## src/hdl/rau_pkg.sv

```systemverilog
// shared constants for the rational arithmetic unit
`timescale 1ns / 1ps
`default_nettype none
package rau_pkg;
  localparam int NUM_BITS = 32;
  localparam int PW = 64;
  localparam int CW = $clog2(PW);
  localparam logic [PW-1:0] RES_LIM = ({{(PW-1){1'b0}}, 1'b1} << (NUM_BITS - 1)) - 1'b1;

  localparam logic [2:0] FUNC_ADD = 3'd0;
  localparam logic [2:0] FUNC_SUB = 3'd1;
  localparam logic [2:0] FUNC_MUL = 3'd2;
  localparam logic [2:0] FUNC_DIV = 3'd3;
  localparam logic [2:0] FUNC_CMP = 3'd4;

  localparam logic [1:0] ST_OK       = 2'd0;
  localparam logic [1:0] ST_DIVZERO  = 2'd1;
  localparam logic [1:0] ST_OVERFLOW = 2'd2;
endpackage
`default_nettype wire

```

## src/hdl/rau_reduce.sv

```systemverilog
// binary gcd and restoring divider that bring a fraction to lowest terms
`timescale 1ns / 1ps
`default_nettype none
module rau_reduce (
  input  logic                    clk_i,
  input  logic                    rst_ni,
  input  logic                    go_i,
  input  logic [rau_pkg::PW-1:0]  mag_i,
  input  logic [rau_pkg::PW-1:0]  den_i,
  output logic                    done_o,
  output logic [rau_pkg::PW-1:0]  mag_o,
  output logic [rau_pkg::PW-1:0]  den_o
);
  import rau_pkg::*;

  localparam logic [1:0] R_IDLE = 2'd0;
  localparam logic [1:0] R_GCD  = 2'd1;
  localparam logic [1:0] R_DIVN = 2'd2;
  localparam logic [1:0] R_DIVD = 2'd3;

  logic [1:0]    state_q, state_d;
  logic [PW-1:0] u_q, u_d, v_q, v_d, g_q, g_d;
  logic [PW-1:0] mag_q, mag_d, den_q, den_d, dvd_q, dvd_d, rem_q, rem_d;
  logic [CW-1:0] k_q, k_d, cnt_q, cnt_d;
  logic          done_q, done_d;
  logic [PW:0]   trial;
  logic [PW:0]   trial_sub;
  logic          ge;

  assign trial     = {rem_q, dvd_q[PW-1]};
  assign ge        = trial >= {1'b0, g_q};
  assign trial_sub = trial - {1'b0, g_q};

  always_comb begin
    state_d = state_q;
    u_d = u_q;
    v_d = v_q;
    g_d = g_q;
    k_d = k_q;
    mag_d = mag_q;
    den_d = den_q;
    dvd_d = dvd_q;
    rem_d = rem_q;
    cnt_d = cnt_q;
    done_d = 1'b0;
    case (state_q)
      R_IDLE: begin
        if (go_i) begin
          u_d = mag_i;
          v_d = den_i;
          mag_d = mag_i;
          den_d = den_i;
          k_d = '0;
          state_d = R_GCD;
        end
      end
      R_GCD: begin
        if (u_q == v_q) begin
          g_d = u_q << k_q;
          dvd_d = mag_q;
          rem_d = '0;
          cnt_d = '0;
          state_d = R_DIVN;
        end else if (!u_q[0] && !v_q[0]) begin
          u_d = u_q >> 1;
          v_d = v_q >> 1;
          k_d = k_q + 1'b1;
        end else if (!u_q[0]) begin
          u_d = u_q >> 1;
        end else if (!v_q[0]) begin
          v_d = v_q >> 1;
        end else if (u_q > v_q) begin
          u_d = (u_q - v_q) >> 1;
        end else begin
          v_d = (v_q - u_q) >> 1;
        end
      end
      R_DIVN, R_DIVD: begin
        rem_d = ge ? trial_sub[PW-1:0] : trial[PW-1:0];
        dvd_d = {dvd_q[PW-2:0], ge};
        cnt_d = cnt_q + 1'b1;
        if (cnt_q == CW'(PW - 1)) begin
          rem_d = '0;
          cnt_d = '0;
          if (state_q == R_DIVN) begin
            mag_d = {dvd_q[PW-2:0], ge};
            dvd_d = den_q;
            state_d = R_DIVD;
          end else begin
            den_d = {dvd_q[PW-2:0], ge};
            done_d = 1'b1;
            state_d = R_IDLE;
          end
        end
      end
      default: state_d = R_IDLE;
    endcase
  end

  always_ff @(posedge clk_i or negedge rst_ni) begin
    if (!rst_ni) begin
      state_q <= R_IDLE;
      done_q <= 1'b0;
    end else begin
      state_q <= state_d;
      done_q <= done_d;
    end
  end

  always_ff @(posedge clk_i) begin
    u_q <= u_d;
    v_q <= v_d;
    g_q <= g_d;
    k_q <= k_d;
    mag_q <= mag_d;
    den_q <= den_d;
    dvd_q <= dvd_d;
    rem_q <= rem_d;
    cnt_q <= cnt_d;
  end

  assign done_o = done_q;
  assign mag_o  = mag_q;
  assign den_o  = den_q;
endmodule
`default_nettype wire
```

## config.mk

```make
export PLATFORM = sky130hd
export DESIGN_NAME = rau_reduce
export DESIGN_NICKNAME = d
export VERILOG_FILES = /design/src/hdl/rau_pkg.sv /design/src/hdl/rau_reduce.sv
export SDC_FILE = /design/constraint.sdc
export NUM_CORES = 2
export LEC_CHECK = 0
export BUFFER_PORTS_ARGS = -buffer_cell sky130_fd_sc_hd__buf_2
export CAP_MARGIN = 30
export CORE_UTILIZATION = 25
export CTS_CLUSTER_DIAMETER = 50
export CTS_CLUSTER_SIZE = 10
export DETAILED_ROUTE_END_ITERATION = 6
export GPL_TIMING_DRIVEN = 0
export PLACE_DENSITY = 0.42
export SLEW_MARGIN = 10
export SYNTH_ARGS = -nofsm -noshare
export SYNTH_HDL_FRONTEND = slang
export SYNTH_SLANG_ARGS = --single-unit
```

## constraint.sdc

```tcl
create_clock -name clk_i -period 16.3 [get_ports clk_i]
set_input_delay 1.63 -clock clk_i [delete_from_list [all_inputs] [get_ports clk_i]]
set_output_delay 1.63 -clock clk_i [all_outputs]
set_load 0.005 [all_outputs]
```

# ---- Word-level counts from Yosys, hierarchy flattened
# Index checks and enable logic that the tools add are counted.
dict set report totals {
  reg_bits 463
  in_bits 131
  out_inout_bits 129
  wordCells 96
}
dict set report op_classes {
  addsub 5
  n_lt_le_gt_ge 2
  eq_ne 15
  shifts 1
  muxes 42
  reduce_logical 18
}
# operator n
set ops {}
lappend ops {{64-bit two-way mux} 21}
lappend ops {{64-bit case mux with 2 select lines} 6}
lappend ops {{64-bit subtractor} 3}
lappend ops {{65-bit by 64-bit >= comparator with 1-bit output} 1}
lappend ops {{64-bit equality test} 1}
lappend ops {{64-bit greater-than comparator} 1}
lappend ops {{64-bit by 6-bit << shifter with 64-bit output} 1}
lappend ops {{6-bit two-way mux} 5}
lappend ops {{6-bit case mux with 2 select lines} 2}
lappend ops {{6-bit by 1-bit adder with 6-bit output, second input constant} 2}
lappend ops {{2-bit != test, second input constant} 6}
lappend ops {{4-bit != test, second input constant} 3}
lappend ops {{4-bit AND reduction} 3}
lappend ops {{5-bit AND reduction} 2}
lappend ops {{3-bit AND reduction} 3}
lappend ops {{2-bit two-way mux} 4}
lappend ops {{6-bit equality test, second input constant} 1}
lappend ops {{2-bit case mux with 3 select lines} 1}
lappend ops {{2-bit nonzero test} 3}
lappend ops {{2-bit equality test, second input constant} 2}
lappend ops {{2-bit AND reduction} 2}
lappend ops {{1-bit two-way mux} 3}
lappend ops {{3-bit != test, second input constant} 1}
lappend ops {{2-bit by 1-bit equality test with 1-bit output, second input constant} 1}
lappend ops {{other kinds (4)} 5}

# ---- Depth between registers and ports, before layout
dict set report depth {
  ltp_word 7
  depth_mapped 16
  depth_no_buf 14
}

# ---- Worst setup path before layout
# Ideal clock, no wire load.
dict set report synth_timing {
  kind {flip-flop to flip-flop}
  start {register state_q[0]}
  end {register cnt_q[0] (enable)}
  setup_time_ns 0.813
  arrival_time_ns 10.716
  required_ns 15.487
  slack_ns 4.771
  path_stages_with_launch 8
  path_buffers 3
  path_cell_list {dfrtp_1 -> inv_1 -> ha_1 -> clkbuf_1 -> nor2_1 -> clkbuf_1 -> clkbuf_1 -> o21ai_0}
}
dict set report synth_between {
  elab_chain_len 4
  word_cells_on_any_way 7
  cone_classes {eq/ne (4); reduce/logical (3)}
}
# item line
set synth_lines {}
lappend synth_lines {{from (decl)} rau_reduce.sv:21} ;# logic [1:0] state_q, state_d;
lappend synth_lines {{from (signal assigned)} rau_reduce.sv:105} ;# state_q <= state_d;
lappend synth_lines {{2-bit equality test} rau_reduce.sv:46} ;# case (state_q)
lappend synth_lines {{2-bit OR reduction} rau_reduce.sv:46}
lappend synth_lines {{2-bit nonzero test (no line)} --}
lappend synth_lines {{2-bit AND reduction (no line) *} --}
lappend synth_lines {{to (signal assigned)} rau_reduce.sv:119} ;# cnt_q <= cnt_d;
lappend synth_lines {{to (decl)} rau_reduce.sv:24} ;# logic [CW-1:0] k_q, k_d, cnt_q, cnt_d;
# Every way passes the cells marked *; elsewhere a longest branch is shown, timed or not.
# A chain may end at the register's enable or synchronous reset.

# ---- Worst setup path in the final report
dict set report layout_timing {
  start {register u_q[22]}
  end {register u_q[48] (enable)}
}
dict set report layout_between {
  elab_chain_len 3
  word_cells_on_any_way 5
  cone_classes {order compare (1); eq/ne (3); reduce/logical (1)}
}
# item line
set layout_lines {}
lappend layout_lines {{from (decl)} rau_reduce.sv:22} ;# logic [PW-1:0] u_q, u_d, v_q, v_d, g_q, g_d;
lappend layout_lines {{from (signal assigned)} rau_reduce.sv:111} ;# u_q <= u_d;
lappend layout_lines {{64-bit greater-than comparator or 64-bit equality test (tied branches)} {rau_reduce.sv:72, rau_reduce.sv:58}}
lappend layout_lines {{4-bit != test (no line) or 2-bit != test (tied branches)} --}
lappend layout_lines {{5-bit AND reduction (no line) *} --}
# Marks and branches as above.

==> results.rst <==
.. list-table::
   :header-rows: 1

   * - Metric
     - Value
   * - Count of final max-slew check failures
     - 0
   * - Worst Path Max Fanout
     - 21
   * - Slew at the pin closest to its max-slew limit
     - 1037 ps
   * - Number of clock buffers inserted by TritonCTS
     - 82
   * - Leak Pwr
     - between 15 and 20 nW
   * - Area post-placement
     - around 41000 µm²
   * - Critical path cell sequence
     - inv_1, ha_1, buf_2, nand2_1, nor2_1, nand2_1, nor3_1, a221o_1, a21o_1, nand3b_1, o21ai_2, buf_2, buf_2, o21bai_1, a31oi_4, buf_16, buf_12, buf_12
   * - Layout overhead on the synthesized area
     - 19.55%
   * - Routability Congestion
     - 0.9530
   * - DRT antenna net count
     - 0
   * - Register bit count reported by yosys
     - 463
   * - Total number of placement rows
     - 140
   * - Violation count after the first detailed-routing iteration
     - 2658
   * - Clock latency at the later pin of the worst-skew pair
     - a little over 700 ps
   * - Number of levels the H-tree was split into
     - 3
   * - Power Density
     - roughly 180 nW/µm²
   * - Fill cell total of the finished layout
     - 15803
   * - Die Span Y
     - 386.2 µm
   * - Via count of the first global-routing pass
     - 34192
   * - Max-Slew Margin vs Limit
     - 30.87%
   * - Time the worst path needs with I/O delays and setup
     - 6110 ps
   * - Post-synth top area cell
     - sky130_fd_sc_hd__edfxtp_1
   * - Total DRC errors in the routed layout
     - 0
   * - Critical path type
     - register to register
   * - Area of the mapped netlist
     - 36910 µm²
   * - Unrepaired setup endpoints after global routing
     - no
   * - Power consumption
     - 7.921 mW
   * - Post-DR wirelength/cell
     - 25.00 µm
   * - CTS Hold Buffers Added
     - 0
   * - Mean cell area of the mapped netlist
     - 8.815 µm²
   * - Maximum resistive drop on vdd
     - around 0.089 mV
   * - Root Buffer Master
     - sky130_fd_sc_hd__clkbuf_16
   * - Initial Utilization
     - 25.26%
   * - Cell family with most CP delay
     - compound AO/OA/AOI/OAI gates
   * - Slowest stage cell, crit path
     - sky130_fd_sc_hd__nor3_1
   * - DR vias/cell
     - between 5 and 6
   * - Final count of hold timing violations
     - 0
   * - Area occupied by registers
     - around 14000 µm²
   * - Top post-synthesis cells by area
     - sky130_fd_sc_hd__edfxtp_1 (37%), sky130_fd_sc_hd__ha_1 (6.7%), sky130_fd_sc_hd__a21oi_1 (6.0%)
   * - Buffer depth of the longest clock path
     - 3
   * - Clock skew
     - 48.11 ps
   * - Share of post-route cells with drive strength above 1
     - between 10% and 20%
   * - Number of antenna violations at the first check in global routing
     - 6
   * - Net count after synthesis
     - around 4500
   * - Post-Route WL
     - 164000 µm
   * - 1st-pass router iterations
     - 5
   * - GRT Util Overall
     - 21.58%
   * - Asr flop ratio synth
     - 0.6479%
   * - Syn Inst Count
     - 4187
   * - Yosys top cell area share
     - a little under two fifths
   * - Setup TNS
     - 0 ps
   * - Detail Route met3 WL
     - slightly below 9000 µm
   * - Clock tree from TritonCTS
     - done
   * - Worst hold path type
     - register to register
   * - Sum of met2 wire segment lengths after detailed routing
     - 77030 µm
   * - Final worst-path cycle share
     - 37.49%
   * - Floorplan die area
     - approximately 150000 µm²
   * - Largest net degree at the start of global routing
     - 41
   * - Yosys warning count
     - 0
   * - Arrival time of data at the critical path endpoint
     - about 6500 ps
   * - Required time at the worst-slack endpoint
     - 16690 ps
   * - Flip-flop cell with the highest count after synthesis
     - sky130_fd_sc_hd__edfxtp_1
   * - Final Net Count
     - a little under 5000
   * - First-pass GRT wire length
     - about 240000 µm
   * - Horizontal die dimension
     - between 300 and 400 µm
   * - Post-synthesis sequential area ratio
     - 37.63%
   * - Count of input and output buffers
     - between 200 and 300
   * - Number of instances resized during post-cts repair
     - 0
   * - Startpoint class of the critical path
     - register
   * - Status
     - finished clean
   * - Total I/O pin count
     - 260
   * - Count of final setup violators
     - 0
   * - Overall via count from detail_route
     - 34000
   * - Post-synthesis cell type count
     - between 80 and 90
   * - Max-cap violation count
     - 0
   * - Half-perimeter wire length after detailed placement
     - 132000 µm
   * - Max Clock Freq
     - 163.7 MHz
   * - Routed metal-1 wirelength
     - 72120 µm
   * - Total area of multi-input combinational cells
     - 20920 µm²
   * - Largest stage delay, worst path
     - 700 ps
   * - Count of clock tree sinks
     - 463
   * - Clock input transition at the sequential cells of the worst setup and hold paths
     - 60 ps
   * - Total overflow reported by the global router
     - 0
   * - Post-CTS Repair Setup Buffers
     - 0
   * - Bufs and invs on worst path
     - 7
   * - Top layer reached by signal wires
     - met5
   * - Leading cell types in the layout, fill and taps excluded
     - sky130_fd_sc_hd__nand2_1 (526), sky130_fd_sc_hd__nor2_1 (464), sky130_fd_sc_hd__edfxtp_1 (460), sky130_fd_sc_hd__a21oi_1 (445), sky130_fd_sc_hd__buf_2 (322)
   * - Crit-path most repeated cell
     - sky130_fd_sc_hd__buf_2
   * - Area of the core
     - roughly 150000 µm²
   * - Critical path endpoint category
     - register
   * - Most common library cell in the layout ignoring fill and taps
     - sky130_fd_sc_hd__nand2_1
   * - Number of synthesized flops with an enable pin
     - 460
   * - Finished layout cell area
     - 44120 µm²
[tightest hold or removal path: stages (launching register included)]
cell                       delay (ps)
sky130_fd_sc_hd__edfxtp_1         340
sky130_fd_sc_hd__nand2_1           50
sky130_fd_sc_hd__o21ai_0           60
[stage by stage]
step / std cells / hold slack [ps] / setup WS [ps] / utilization, %
final: 6561 / 554.6 / 10190 / 30.20
after global routing: 6560 / 588.5 / 10120 / 30.20
after CTS: 6557 / 553.7 / 10280 / 30.18
after detailed placement: 6408 / 538.0 / 10300 / 28.27
after global placement: 6363 / 543.5 / -5664 / 27.79
after floorplan: 4187 / 540.0 / 4771 / -
[flip-flops by register name, summed over array words and instances, names as in the netlist]
register and flops:
v_q 64, state_q 2, done_o 1, dvd_q 64
rem_q 64, k_q 6, g_q 64, mag_o 64
u_q 64, cnt_q 6, den_o 64
[power by group]
| part | internal (mW) | switching, mW | total [mW] | leakage [nW] |
|---|---|---|---|---|
| logic | 1.41 | 2.80 | 4.21 | 12.3 |
| clock network | 1.09 | 0.684 | 1.78 | 1.34 |
| registers | 1.70 | 0.240 | 1.94 | 4.24 |
| total | 4.20 | 3.72 | 7.92 | 17.9 |
[cells in the mapped netlist, types with 5 or more instances]
cell / count
sky130_fd_sc_hd__nand2_1: 526
sky130_fd_sc_hd__nor2_1: 466
sky130_fd_sc_hd__edfxtp_1: 460
sky130_fd_sc_hd__a21oi_1: 445
sky130_fd_sc_hd__o21ai_0: 298
sky130_fd_sc_hd__inv_1: 267
sky130_fd_sc_hd__ha_1: 199
sky130_fd_sc_hd__mux2i_1: 188
sky130_fd_sc_hd__clkbuf_1: 184
sky130_fd_sc_hd__xnor2_1: 120
sky130_fd_sc_hd__a21o_1: 107
sky130_fd_sc_hd__o21bai_1: 69
sky130_fd_sc_hd__xor2_1: 63
sky130_fd_sc_hd__buf_2: 57
sky130_fd_sc_hd__mux4_2: 54
sky130_fd_sc_hd__nand3_1: 51
sky130_fd_sc_hd__nand4_1: 50
sky130_fd_sc_hd__nor3_1: 50
sky130_fd_sc_hd__o22ai_1: 41
sky130_fd_sc_hd__mux2_2: 37
sky130_fd_sc_hd__buf_1: 30
sky130_fd_sc_hd__a31oi_1: 29
sky130_fd_sc_hd__o21ai_1: 27
sky130_fd_sc_hd__and3_1: 25
sky130_fd_sc_hd__a221oi_1: 24
sky130_fd_sc_hd__a221oi_2: 24
sky130_fd_sc_hd__nand2b_1: 22
sky130_fd_sc_hd__o221ai_1: 21
sky130_fd_sc_hd__o21a_1: 20
sky130_fd_sc_hd__and2_1: 18
sky130_fd_sc_hd__a22oi_1: 17
sky130_fd_sc_hd__nor2b_1: 17
sky130_fd_sc_hd__a211oi_1: 13
sky130_fd_sc_hd__a221o_1: 12
sky130_fd_sc_hd__nor4_1: 11
sky130_fd_sc_hd__a21boi_0: 10
sky130_fd_sc_hd__o211ai_1: 10
sky130_fd_sc_hd__o31ai_1: 10
sky130_fd_sc_hd__or3_1: 10
sky130_fd_sc_hd__a32oi_1: 6
sky130_fd_sc_hd__or2_2: 6
sky130_fd_sc_hd__buf_4: 5
[logic make-up (layout without fill, tap and decap cells)]
group | Yosys count | in the layout | share of synthesized area (%)
and+or+nand+nor | 1271 | 1271 | 14.58
AOI/OAI and AO/OA | 1242 | 1242 | 21.18
buffers and inverters | 547 | 1003 | 5.835
DFF | 463 | 463 | 37.63
muxes | 279 | 279 | 9.523
adders and majority gates | 202 | 202 | 6.909
xor gates and xnor gates | 183 | 183 | 4.343
other | 0 | 1 | 0
[metal layers]
metal	GRT usage (%)	up-vias
met5	0	-
met4	8.188	4
met3	2.609	241
met2	36.05	1108
met1	28.35	16749
li1	-	15898
[final timing paths]
kind	from	end	slack (ps)	cells past startpoint
worst max-delay path	u_q[22]	u_q[48]	10190	18
worst min-delay path	mag_o[56]	dvd_q[56]	550	2
worst max register to register	u_q[22]	u_q[48]	10190	18
worst min register to register	mag_o[56]	dvd_q[56]	550	2
max in group asynchronous	rst_ni	state_q[1]	15450	1
min in group asynchronous	rst_ni	done_o	710	1
[final cells by class]
type | instances | area share, %
Antenna cell | 1 | 0.005672
Multi-Input combinational cell | 3177 | 47.42
Inverter | 270 | 2.303
Clock inverter | 59 | 1.594
Tap cell | 1917 | 5.436
Timing Repair Buffer | 307 | 4.464
Buffer | 277 | 2.586
Sequential cell | 463 | 31.48
Clock buffer | 90 | 4.719
No activity file was read; power rests on OpenSTA's default activity.
